--- config.mk ---
export PLATFORM = sky130hd
export DESIGN_NAME = semaphore_with_wait_queue_core
export DESIGN_NICKNAME = d
export VERILOG_FILES = /design/src/swq_pkg.sv /design/src/swq_cfg.sv /design/src/swq_queue.sv /design/src/semaphore_with_wait_queue_core.sv
export SDC_FILE = /design/constraint.sdc
export NUM_CORES = 1
export LEC_CHECK = 0
export CORE_ASPECT_RATIO = 0.7
export CORE_MARGIN = 2
export CORE_UTILIZATION = 40
export CTS_BUF_LIST = sky130_fd_sc_hd__clkbuf_8 sky130_fd_sc_hd__clkbuf_16
export CTS_CLUSTER_DIAMETER = 200
export DETAILED_ROUTE_END_ITERATION = 16
export DONT_BUFFER_PORTS = 1
export REMOVE_ABC_BUFFERS = 1
export SETUP_SLACK_MARGIN = 0.05
export SLEW_MARGIN = 0
export SYNTH_ARGS = -nofsm -noshare
export SYNTH_HDL_FRONTEND = slang
export SYNTH_SLANG_ARGS = --single-unit
--- constraint.sdc ---
create_clock -name aclk -period 4.1 [get_ports aclk]
set_input_delay 0.82 -clock aclk [delete_from_list [all_inputs] [get_ports aclk]]
set_output_delay 0.82 -clock aclk [all_outputs]
set_load 0.1 [all_outputs]
--- src/swq_pkg.sv ---
// ----------------------------------------------------------------------------
// swq_pkg
// shared types and constants for the semaphore with wait queue
// ----------------------------------------------------------------------------
package swq_pkg;

    localparam int TID_W    = 8;
    localparam int COUNT_W  = 16;
    localparam int STATUS_W = 3;
    localparam int PADDR_W  = 3;
    localparam int PDATA_W  = 32;
    localparam int REG_IDX_W = 1;

    // register indexes, byte address is 4 * index
    localparam logic [REG_IDX_W-1:0] REG_INITIAL_COUNT = 1'b0;
    localparam logic [REG_IDX_W-1:0] REG_LOCK_MODE     = 1'b1;

    localparam logic [COUNT_W-1:0] INITIAL_COUNT_RESET = 16'd1;

    // request actions
    localparam logic ACT_WAIT   = 1'b0;
    localparam logic ACT_SIGNAL = 1'b1;

    // result status codes
    localparam logic [STATUS_W-1:0] STATUS_GRANTED  = 3'd0;
    localparam logic [STATUS_W-1:0] STATUS_BLOCKED  = 3'd1;
    localparam logic [STATUS_W-1:0] STATUS_SIG_NONE = 3'd2;
    localparam logic [STATUS_W-1:0] STATUS_SIG_WOKE = 3'd3;
    localparam logic [STATUS_W-1:0] STATUS_IGNORED  = 3'd4;
    localparam logic [STATUS_W-1:0] STATUS_FULL     = 3'd5;

    typedef enum logic {
        ST_IDLE,
        ST_EXEC
    } swq_state_t;

    // configuration values and reload strobe
    typedef struct packed {
        logic               load;
        logic [COUNT_W-1:0] initial_count;
        logic               lock_mode;
    } swq_cfg_t;

    // commands into the wait queue
    typedef struct packed {
        logic             rd_en;
        logic             push;
        logic             pop;
        logic             clear;
        logic [TID_W-1:0] wdata;
    } swq_qcmd_t;

    // wait queue status
    typedef struct packed {
        logic             empty;
        logic             full;
        logic [TID_W-1:0] rdata;
    } swq_qstat_t;

endpackage

--- src/swq_cfg.sv ---
// ----------------------------------------------------------------------------
// swq_cfg
// apb register file: initial count and lock mode
// ----------------------------------------------------------------------------
module swq_cfg
    import swq_pkg::*;
(
    input  logic               aclk,
    input  logic               aresetn,
    input  logic               psel,
    input  logic               penable,
    input  logic               pwrite,
    input  logic [PADDR_W-1:0] paddr,
    input  logic [PDATA_W-1:0] pwdata,
    output logic [PDATA_W-1:0] prdata,
    output logic               pready,
    output swq_cfg_t           cfg
);

    logic [COUNT_W-1:0]   initial_count_reg;
    logic                 lock_mode_reg;
    logic                 wr_en;
    logic [REG_IDX_W-1:0] reg_idx;

    assign pready  = 1'b1;
    assign reg_idx = paddr[PADDR_W-1 -: REG_IDX_W];
    assign wr_en   = psel & penable & pwrite;

    always_ff @(posedge aclk) begin
        if (!aresetn) begin
            initial_count_reg <= INITIAL_COUNT_RESET;
            lock_mode_reg     <= 1'b0;
        end else if (wr_en) begin
            unique case (reg_idx)
                REG_INITIAL_COUNT: initial_count_reg <= pwdata[COUNT_W-1:0];
                REG_LOCK_MODE:     lock_mode_reg     <= pwdata[0];
                default: ;
            endcase
        end
    end

    always_comb begin
        prdata = '0;
        unique case (reg_idx)
            REG_INITIAL_COUNT: prdata = {{(PDATA_W-COUNT_W){1'b0}}, initial_count_reg};
            REG_LOCK_MODE:     prdata = {{(PDATA_W-1){1'b0}}, lock_mode_reg};
            default:           prdata = '0;
        endcase
    end

    // the reload strobe carries the freshly written count
    assign cfg.load          = wr_en && (reg_idx == REG_INITIAL_COUNT);
    assign cfg.initial_count = pwdata[COUNT_W-1:0];
    assign cfg.lock_mode     = lock_mode_reg;

endmodule

--- src/swq_queue.sv ---
// ----------------------------------------------------------------------------
// swq_queue
// circular wait queue of thread ids in a synchronous memory
// ----------------------------------------------------------------------------
module swq_queue
    import swq_pkg::*;
#(
    parameter int WAIT_DEPTH = 16
) (
    input  logic       aclk,
    input  logic       aresetn,
    input  swq_qcmd_t  cmd,
    output swq_qstat_t stat
);

    localparam int PTR_W  = (WAIT_DEPTH > 1) ? $clog2(WAIT_DEPTH) : 1;
    localparam int USED_W = $clog2(WAIT_DEPTH + 1);
    localparam logic [PTR_W-1:0]  LAST_SLOT = PTR_W'(WAIT_DEPTH - 1);
    localparam logic [USED_W-1:0] FULL_USED = USED_W'(WAIT_DEPTH);

    logic [TID_W-1:0]  mem [WAIT_DEPTH];
    logic [TID_W-1:0]  rdata_reg;
    logic [PTR_W-1:0]  head_reg, head_next;
    logic [PTR_W-1:0]  tail_reg, tail_next;
    logic [USED_W-1:0] used_reg, used_next;

    always_ff @(posedge aclk) begin
        if (cmd.push) begin
            mem[tail_reg] <= cmd.wdata;
        end
        if (cmd.rd_en) begin
            rdata_reg <= mem[head_reg];
        end
    end

    always_comb begin
        head_next = head_reg;
        tail_next = tail_reg;
        used_next = used_reg;
        if (cmd.clear) begin
            head_next = '0;
            tail_next = '0;
            used_next = '0;
        end else if (cmd.push) begin
            tail_next = (tail_reg == LAST_SLOT) ? '0 : tail_reg + 1'b1;
            used_next = used_reg + 1'b1;
        end else if (cmd.pop) begin
            head_next = (head_reg == LAST_SLOT) ? '0 : head_reg + 1'b1;
            used_next = used_reg - 1'b1;
        end
    end

    always_ff @(posedge aclk) begin
        if (!aresetn) begin
            head_reg <= '0;
            tail_reg <= '0;
            used_reg <= '0;
        end else begin
            head_reg <= head_next;
            tail_reg <= tail_next;
            used_reg <= used_next;
        end
    end

    assign stat.empty = (used_reg == '0);
    assign stat.full  = (used_reg == FULL_USED);
    assign stat.rdata = rdata_reg;

endmodule

--- src/semaphore_with_wait_queue_core.sv ---
// ----------------------------------------------------------------------------
// semaphore_with_wait_queue_core
// counting semaphore with a fifo of blocked thread ids and optional lock mode
// ----------------------------------------------------------------------------
// usage:
//   s_* carries one request (action 0 wait, 1 signal, plus thread id) under
//   valid/ready. m_* returns exactly one result per request: status, the
//   woken thread id and the count after the request.
//   a request is handled in two steps: the accept edge issues the read of the
//   queue head from the wait memory, the following edge resolves the request,
//   writes the queue memory on a push and loads the output register.
//   the next request is taken only after the previous one is resolved, since
//   the registered queue memory read is followed by the read-modify-write of
//   count, holder and pointers.
//   the output register lets a request be accepted while the previous result
//   is being taken; if m_ready stays low the result holds and s_ready drops.
//   reset (aresetn low, synchronous) sets count to 1, lock mode off, no
//   holder and an empty queue; queue memory contents are never cleared since
//   only written entries are ever used.
//   writing initial_count over apb reloads the count (capped at COUNT_MAX),
//   empties the queue and clears the holder; configure only while idle.
// ----------------------------------------------------------------------------
module semaphore_with_wait_queue_core
    import swq_pkg::*;
#(
    parameter int WAIT_DEPTH = 16,
    parameter int COUNT_MAX  = 65535
) (
    input  logic                aclk,
    input  logic                aresetn,
    // apb configuration port
    input  logic                psel,
    input  logic                penable,
    input  logic                pwrite,
    input  logic [PADDR_W-1:0]  paddr,
    input  logic [PDATA_W-1:0]  pwdata,
    output logic [PDATA_W-1:0]  prdata,
    output logic                pready,
    // request channel
    input  logic                s_valid,
    output logic                s_ready,
    input  logic                s_action,
    input  logic [TID_W-1:0]    s_thread_id,
    // result channel
    output logic                m_valid,
    input  logic                m_ready,
    output logic [STATUS_W-1:0] m_status,
    output logic [TID_W-1:0]    m_woken_thread,
    output logic [COUNT_W-1:0]  m_count_now
);

    localparam logic [COUNT_W-1:0] CMAX = COUNT_W'(COUNT_MAX);

    swq_cfg_t   cfg;
    swq_qcmd_t  qcmd;
    swq_qstat_t qstat;

    // request state machine
    swq_state_t state_reg, state_next;
    logic       req_accept;

    // captured request
    logic             action_reg;
    logic [TID_W-1:0] tid_reg;

    // semaphore state
    logic [COUNT_W-1:0] count_reg, count_next;
    logic [TID_W-1:0]   holder_id_reg, holder_id_next;
    logic               holder_valid_reg, holder_valid_next;

    // result register
    logic                m_valid_reg, m_valid_next;
    logic [STATUS_W-1:0] m_status_reg, m_status_next;
    logic [TID_W-1:0]    m_woken_reg, m_woken_next;
    logic [COUNT_W-1:0]  m_count_reg, m_count_next;

    logic is_holder;

    swq_cfg u_cfg (
        .aclk    (aclk),
        .aresetn (aresetn),
        .psel    (psel),
        .penable (penable),
        .pwrite  (pwrite),
        .paddr   (paddr),
        .pwdata  (pwdata),
        .prdata  (prdata),
        .pready  (pready),
        .cfg     (cfg)
    );

    swq_queue #(
        .WAIT_DEPTH (WAIT_DEPTH)
    ) u_queue (
        .aclk    (aclk),
        .aresetn (aresetn),
        .cmd     (qcmd),
        .stat    (qstat)
    );

    // take a request when idle and the result slot is free or draining
    assign s_ready    = (state_reg == ST_IDLE) && (!m_valid_reg || m_ready);
    assign req_accept = s_valid && s_ready;
    assign is_holder  = holder_valid_reg && (holder_id_reg == tid_reg);

    always_ff @(posedge aclk) begin
        if (!aresetn) begin
            state_reg        <= ST_IDLE;
            count_reg        <= (INITIAL_COUNT_RESET > CMAX) ? CMAX : INITIAL_COUNT_RESET;
            holder_id_reg    <= '0;
            holder_valid_reg <= 1'b0;
            m_valid_reg      <= 1'b0;
        end else begin
            state_reg        <= state_next;
            count_reg        <= count_next;
            holder_id_reg    <= holder_id_next;
            holder_valid_reg <= holder_valid_next;
            m_valid_reg      <= m_valid_next;
        end
    end

    // payload registers
    always_ff @(posedge aclk) begin
        if (req_accept) begin
            action_reg <= s_action;
            tid_reg    <= s_thread_id;
        end
        m_status_reg <= m_status_next;
        m_woken_reg  <= m_woken_next;
        m_count_reg  <= m_count_next;
    end

    always_comb begin
        state_next        = state_reg;
        count_next        = count_reg;
        holder_id_next    = holder_id_reg;
        holder_valid_next = holder_valid_reg;
        m_valid_next      = m_valid_reg && !m_ready;
        m_status_next     = m_status_reg;
        m_woken_next      = m_woken_reg;
        m_count_next      = m_count_reg;

        // head read is issued on accept, data is ready in the exec cycle
        qcmd.rd_en = req_accept;
        qcmd.push  = 1'b0;
        qcmd.pop   = 1'b0;
        qcmd.clear = 1'b0;
        qcmd.wdata = tid_reg;

        unique case (state_reg)
            ST_IDLE: begin
                if (req_accept) begin
                    state_next = ST_EXEC;
                end
            end
            ST_EXEC: begin
                state_next   = ST_IDLE;
                m_valid_next = 1'b1;
                m_woken_next = '0;
                if (action_reg == ACT_WAIT) begin
                    if (cfg.lock_mode && is_holder) begin
                        // holder re-acquires, nothing changes
                        m_status_next = STATUS_GRANTED;
                    end else if (count_reg != '0) begin
                        count_next    = count_reg - 1'b1;
                        m_status_next = STATUS_GRANTED;
                        if (cfg.lock_mode) begin
                            holder_id_next    = tid_reg;
                            holder_valid_next = 1'b1;
                        end
                    end else if (qstat.full) begin
                        m_status_next = STATUS_FULL;
                    end else begin
                        qcmd.push     = 1'b1;
                        m_status_next = STATUS_BLOCKED;
                    end
                end else begin
                    if (cfg.lock_mode && !is_holder) begin
                        // release by a non-holder is dropped
                        m_status_next = STATUS_IGNORED;
                    end else begin
                        if (cfg.lock_mode) begin
                            holder_id_next    = '0;
                            holder_valid_next = 1'b0;
                        end
                        if (!qstat.empty) begin
                            qcmd.pop      = 1'b1;
                            m_woken_next  = qstat.rdata;
                            m_status_next = STATUS_SIG_WOKE;
                        end else begin
                            m_status_next = STATUS_SIG_NONE;
                        end
                        // saturating increment
                        count_next = (count_reg >= CMAX) ? CMAX : count_reg + 1'b1;
                    end
                end
                m_count_next = count_next;
            end
            default: state_next = ST_IDLE;
        endcase

        // initial_count write reloads count, queue and holder
        if (cfg.load) begin
            qcmd.clear        = 1'b1;
            count_next        = (cfg.initial_count > CMAX) ? CMAX : cfg.initial_count;
            holder_id_next    = '0;
            holder_valid_next = 1'b0;
        end
    end

    assign m_valid        = m_valid_reg;
    assign m_status       = m_status_reg;
    assign m_woken_thread = m_woken_reg;
    assign m_count_now    = m_count_reg;

endmodule
[Word-level counts from Yosys, hierarchy flattened]
Memories as Yosys holds them, arrays and structs flattened. A register that Yosys moved wholly into a read port is not among the register bits.
Cells that the tools add are included.
Word-level totals
  register bits: 93
  bits in writable memories: 128
  input bits: 51
  output and inout bits: 62
  logic and storage cells: 105
  memories: 1
Cells by class
  add/subtract/negate cells: 6
  order comparisons: 2
  equal/unequal tests: 6
  mux-type cells: 45
  bitwise logic cells: 7
  reductions and logical operators: 23
Memory list
  u_queue.mem: words 16, bits a word 8, rd ports 1, clocked after memory_dff 1, wr ports 1, line swq_queue.sv:21  | logic [TID_W-1:0] mem [WAIT_DEPTH];
Operators with widths (count)
  two-way mux 16 bit: 8
  one-hot mux 32 bit (2 select lines): 1
  two-way mux 8 bit: 6
  two-way mux 1 bit: 19
  adder 16 x 1 -> 16 bit, second input constant: 1
  greater-or-equal comparator 16 bit, second input constant: 1
  > comparator 16 bit, second input constant: 1
  nonzero test 16 bit: 1
  subtractor 16 x 1 -> 16 bit, second input constant: 1
  two-way mux 3 bit: 5
  two-way mux 5 bit: 2
  adder 4 x 1 -> 4 bit, second input constant: 2
  equality test 4 bit, second input constant: 2
  equality test 8 bit: 1
  two-way mux 4 bit: 2
  logical AND 1 bit: 7
  AND reduction 2 bit: 3
  nonzero test 2 bit: 3
  adder 5 x 1 -> 5 bit, second input constant: 1
  equality test 5 bit, second input constant: 1
  logical NOT 5 bit: 1
  inverter 1 bit: 5
  AND reduction 5 bit: 1
  subtractor 5 x 1 -> 5 bit, second input constant: 1
  8 further kinds: 13

[Depth between registers and ports, before layout]
  depth after elaboration: 9
  depth in mapped cells: 13
  depth with buffers taken out: 12

[Modules after synthesis]
Synthesis repeated with hierarchy kept, for this count alone.
Second synthesis, totals
  cells, all modules: 840
  area total of the unflattened synthesis: 10685.2 µm²
Modules (own cells, without submodules)
  swq_queue: times used 1, cells each 318, area an instance 5982.0 µm², seq. area each 4344.2 µm²
  semaphore_with_wait_queue_core: times used 1, cells each 393, area an instance 3613.5 µm², seq. area each 1621.6 µm²
  swq_cfg: times used 1, cells each 129, area an instance 1089.8 µm², seq. area each 340.3 µm²

[Worst setup path before layout]
OpenSTA, ideal clock, no wires.
  kind: reg-to-reg
  start: register state_reg
  end: register action_reg, enable pin
  library setup time: 375 ps
  arrival time: 3126 ps
  data required time: 3725 ps
  path slack: 599 ps
  stages on the path, launching flop included: 4
  buffers on the path: 1
  period minus slack after synthesis: 3501 ps
  cells stage by stage: dfxtp_1 > clkbuf_1 > a21oi_1 > and2_1
RTL lines
  from (decl): line semaphore_with_wait_queue_core.sv:59  | swq_state_t state_reg, state_next;
  from (signal assigned): line semaphore_with_wait_queue_core.sv:114  | state_reg <= state_next;
  to (signal assigned): line semaphore_with_wait_queue_core.sv:125  | action_reg <= s_action;
  to (decl): line semaphore_with_wait_queue_core.sv:63  | logic action_reg;

[Worst setup path in the final report]
  start: register tid_reg[4]
  end: register u_queue.used_reg[4]
On the way
  longest elaborated chain between the ends: 8
  elaborated cells between the ends (all ways): 12
  those cells by class: 1 x eq/ne; 6 x mux; 5 x reduce/logical
RTL lines
  from (decl): line semaphore_with_wait_queue_core.sv:64  | logic [TID_W-1:0] tid_reg;
  from (signal assigned): line semaphore_with_wait_queue_core.sv:126  | tid_reg <= s_thread_id;
  equality test 8 bit *: line semaphore_with_wait_queue_core.sv:104  | assign is_holder = holder_valid_reg && (holder_id_reg == tid_reg);
  logical AND 1 bit *: line semaphore_with_wait_queue_core.sv:104
  logical NOT 1 bit: line semaphore_with_wait_queue_core.sv:178  | if (cfg.lock_mode && !is_holder) begin
  logical AND 1 bit: line semaphore_with_wait_queue_core.sv:178
  two-way mux 1 bit: line semaphore_with_wait_queue_core.sv:178
  two-way mux 1 bit: line semaphore_with_wait_queue_core.sv:160  | if (action_reg == ACT_WAIT) begin
  two-way mux 2 bit *: line semaphore_with_wait_queue_core.sv:150  | unique case (state_reg)
  nonzero test 2 bit (no source line)
  to (signal assigned): line swq_queue.sv:61  | used_reg <= used_next;
  to (decl): line swq_queue.sv:25  | logic [USED_W-1:0] used_reg, used_next;
Every way passes the cells marked *; elsewhere a longest branch is shown, timed or not.
A chain may end at the register's enable or synchronous reset.

==> summary.md <==
| Metric | Value |
|---|---|
| Nets | 855 |
| CTS Buf Count | 23 |
| Post-CTS Resized | 0 |
| Antenna violations before repair | 0 |
| Syn avg cell area | 13.1 µm² |
| Synth area leader | edfxtp_1 |
| Gr usage total | 18.2% |
| CP Cell Sequence | xor2_1, nor2_1, nand4_1, and4_1, inv_4, fa_1, a21o_1, a21oi_1, mux2i_1, xnor2_1, nor2_1 |
| Minimum clock period | 3.40 ns |
| Power per cell area | 444 mW/mm² |
| Clock sinks | 229 |
| Vias | 6528 |
| Final setup fails | 0 |
| GRT overflow | 0 |
| Worst-case reg-to-reg path depth | 11 |
| Synth Instances | 792 |
| CTS Hold Bufs | 0 |
| Setup Fix Bufs, Post-CTS | 0 |
| Initial DRT Pass Iterations | 5 |
| Worst-Margin Slew | 1.10 ns |
| Global placement routability congestion | 0.926 |
| Fmax achieved | 294 MHz |
| Max_cap viols | 0 |
| Cell family with most CP delay | simple AND/OR/NAND/NOR gates |
| Pins Over Slew Limit | 0 |
| R2r setup slk | 0.70 ns |
| Port buffer count | 0 |
| Number of synthesized flops with an enable pin | 172 |
| CP endpoint kind | flip-flop |
| Worst hold start | s_thread_id[4] |
| Data arrival, critical path | 3.78 ns |
| Clk_lat worst skew | 0.53 ns |
| Design Power | 5.11 mW |
| Routed WL | 24800 µm |
| Post-synth top area share | 49.7% |
| Clk_skew | 0.0229 ns |
| Seq/Total Area, Yosys | 60.7% |
| CTS tree | done |
| Pleak | 3.81 nW |
| Setup TNS | 0 ns |
| DR WL/cell | 21.8 µm |
| Period utilisation layout | 82.9% |
| Worst EP required | 4.48 ns |
| Kind of critical path | flip-flop to flip-flop |
| Ratio of cells with drive above 1 in the final layout | 18.3% |
| Largest net degree at the start of global routing | 39 |
| Worst-path clk slew | 0.06 ns |
| Biggest register | u_queue.mem |
| Vias in the first global route | 6103 |
| Largest stage delay on the critical path | 0.76 ns |
| Hold Path Cell Cnt | 0 |
| Peak VDD IR | 0.000327 V |
| Run status | completed |
| Ys Warns | 0 |
| Relative slew slack | 26.0% |
| Core area | 0.0256 mm² |
| Detailed Route Iter0 Violations | 641 |
| Crit Path Max Fanout | 18 |
| Die Area | 0.0273 mm² |
| Top_reg_cell synth | edfxtp_1 |
| Largest cells by area after synthesis | edfxtp_1 50%, dfxtp_1 11%, mux4_2 8.7% |
| RR Startpoint | tid_reg[4]$_DFFE_PP_ |
| Antenna diodes | 0 |
| I/O pin cnt | 113 |
| Slowest CP cell | edfxtp_1 |
| Filler cell count in the final layout | 2280 |
| Reg area | 0.00631 mm² |
| Number of flip-flops in the largest register | 128 |
| Syn Std Cell Area | 0.0104 mm² |
| Synth Register Bits | 229 |
| Post-synth ARST share | 0% |
| DP HPWL | 16700 µm |
| Reg-to-reg endpoint | u_queue.used_reg[4]$_SDFFE_PP0P_ |
| Antenna viol nets, final | 0 |
| Initial Util | 40.5% |
| Die width | 197 µm |
| Htree depth | 1 |
| Number of cell rows | 49 |
| Hold Crit Endpoint | tid_reg[4]$_DFFE_PP_ |
| DRC viols | 0 |
| Worst Hold Class | primary input to flip-flop |
| RSZ-0062 raised after global routing | no |
| Final hold vios | 0 |
| CP bufs+invs | 1 |
| Die Y | 139 µm |
| Via/cell ratio | 5.73 |
| Layout area overhead | 10.7% |
| CTS root buf | clkbuf_16 |
| Nature of the critical path startpoint | flip-flop |
| Global-route wire length before repair | 38100 µm |
| Count of different cell masters after synthesis | 74 |
| Area of the multi-input gates | 0.00378 mm² |
| Most frequent CP cell | nor2_1 |
| Clock Path Buffers | 3 |
-- worst max path at each step --
| stage | from | end | slack, ns | cells past startpoint |
|---|---|---|---|---|
| after global routing | tid_reg[4]$_DFFE_PP_ | u_queue.used_reg[4]$_SDFFE_PP0P_ | 0.45 | 11 |
| after floorplan | state_reg$_SDFF_PP0_ | action_reg$_DFFE_PP_ | 0.36 | 2 |
| after detailed placement | tid_reg[4]$_DFFE_PP_ | u_queue.used_reg[4]$_SDFFE_PP0P_ | 0.77 | 11 |
| final | tid_reg[4]$_DFFE_PP_ | u_queue.used_reg[4]$_SDFFE_PP0P_ | 0.70 | 11 |
| after global placement | tid_reg[4]$_DFFE_PP_ | u_queue.used_reg[4]$_SDFFE_PP0P_ | 0.82 | 11 |
| after CTS | tid_reg[4]$_DFFE_PP_ | u_queue.used_reg[4]$_SDFFE_PP0P_ | 0.72 | 11 |
-- cell usage in the layout, fill, tap and decap left out, drive strengths merged, types with 15 or more instances in the layout --
| cell | Yosys | final |
|---|---|---|
| nor3 | 15 | 15 |
| edfxtp | 172 | 172 |
| mux4 | 40 | 40 |
| nand3 | 30 | 30 |
| o21ai | 18 | 18 |
| dfxtp | 57 | 57 |
| conb | 2 | 17 |
| a21oi | 41 | 41 |
| inv | 11 | 15 |
| nor2b | 18 | 18 |
| nor2 | 55 | 55 |
| and3 | 15 | 15 |
| clkbuf | 30 | 23 |
| nand2 | 68 | 68 |
| buf | 38 | 28 |
-- power breakdown --
part | switching (mW) | leakage (nW) | internal [mW]
Combinational | 0.271 | 1.40 | 0.0943
Clock | 0.903 | 0.369 | 1.16
Sequential | 0.142 | 2.03 | 2.54
Total | 1.32 | 3.81 | 3.79
-- cells by family after synthesis --
| kind of cell | after synthesis | share of synthesized area (%) |
|---|---|---|
| buffers and inverters | 79 | 3.84 |
| AND/OR/NAND/NOR | 266 | 13.4 |
| adder cells (fa/ha/maj) | 12 | 1.52 |
| XOR/XNOR | 17 | 1.43 |
| other | 2 | 0.0723 |
| multiplexers | 52 | 9.89 |
| AO/OA/AOI/OAI | 135 | 9.12 |
| flip-flops | 229 | 60.7 |
-- per-layer routing --
| metal | global-route usage [%] | part of all wire [%] | up-vias |
|---|---|---|---|
| li1 | - | - | 2993 |
| met1 | 30.1 | 50 | 3261 |
| met2 | 24.2 | 40 | 248 |
| met3 | 4.09 | 8.5 | 26 |
| met4 | 3.48 | 1.3 | 0 |
| met5 | 0 | 0 | - |
-- cell type report --
type,instances,share of cell area [%]
Clock buffer,23,5.01
Clock inverter,19,1.41
Inverter,11,0.381
Multi-Input combinational cell,499,32.9
Sequential cell,229,54.9
Tap cell,331,3.60
Timing Repair Buffer,28,1.83
-- per-stage QoR --
step           utilization [%]  hold slack [ns]  setup slack (ns)  std cells  area [µm²]
2_1_floorplan                -            0.422             0.363        739       10100
3_3_place_gp              42.0            0.438             0.821       1098       10800
3_5_place_dp              42.0            0.437             0.767       1098       10800
4_1_cts                   44.9            0.362             0.720       1140       11500
5_1_grt                   44.9            0.361             0.449       1140       11500
6_report                  44.9            0.382             0.700       1140       11500
-- cell usage after synthesis, drive strengths merged (6+ instances only) --
master and instances:
o22ai 7, nand3 30, mux2i 7, inv 11, and2 11, nor3 15, edfxtp 172, or3 7
buf 38, dfxtp 57, o211ai 6, clkbuf 30, xnor2 8, nor2b 18, ha 11, o31ai 6
a21oi 41, xor2 9, a22oi 9, nor2 55, nand2 68, and3 15, nor4 7, mux4 40
and4 8, o21ai 18, nand2b 8, nand4 9
(Power assumes the default switching activity.)
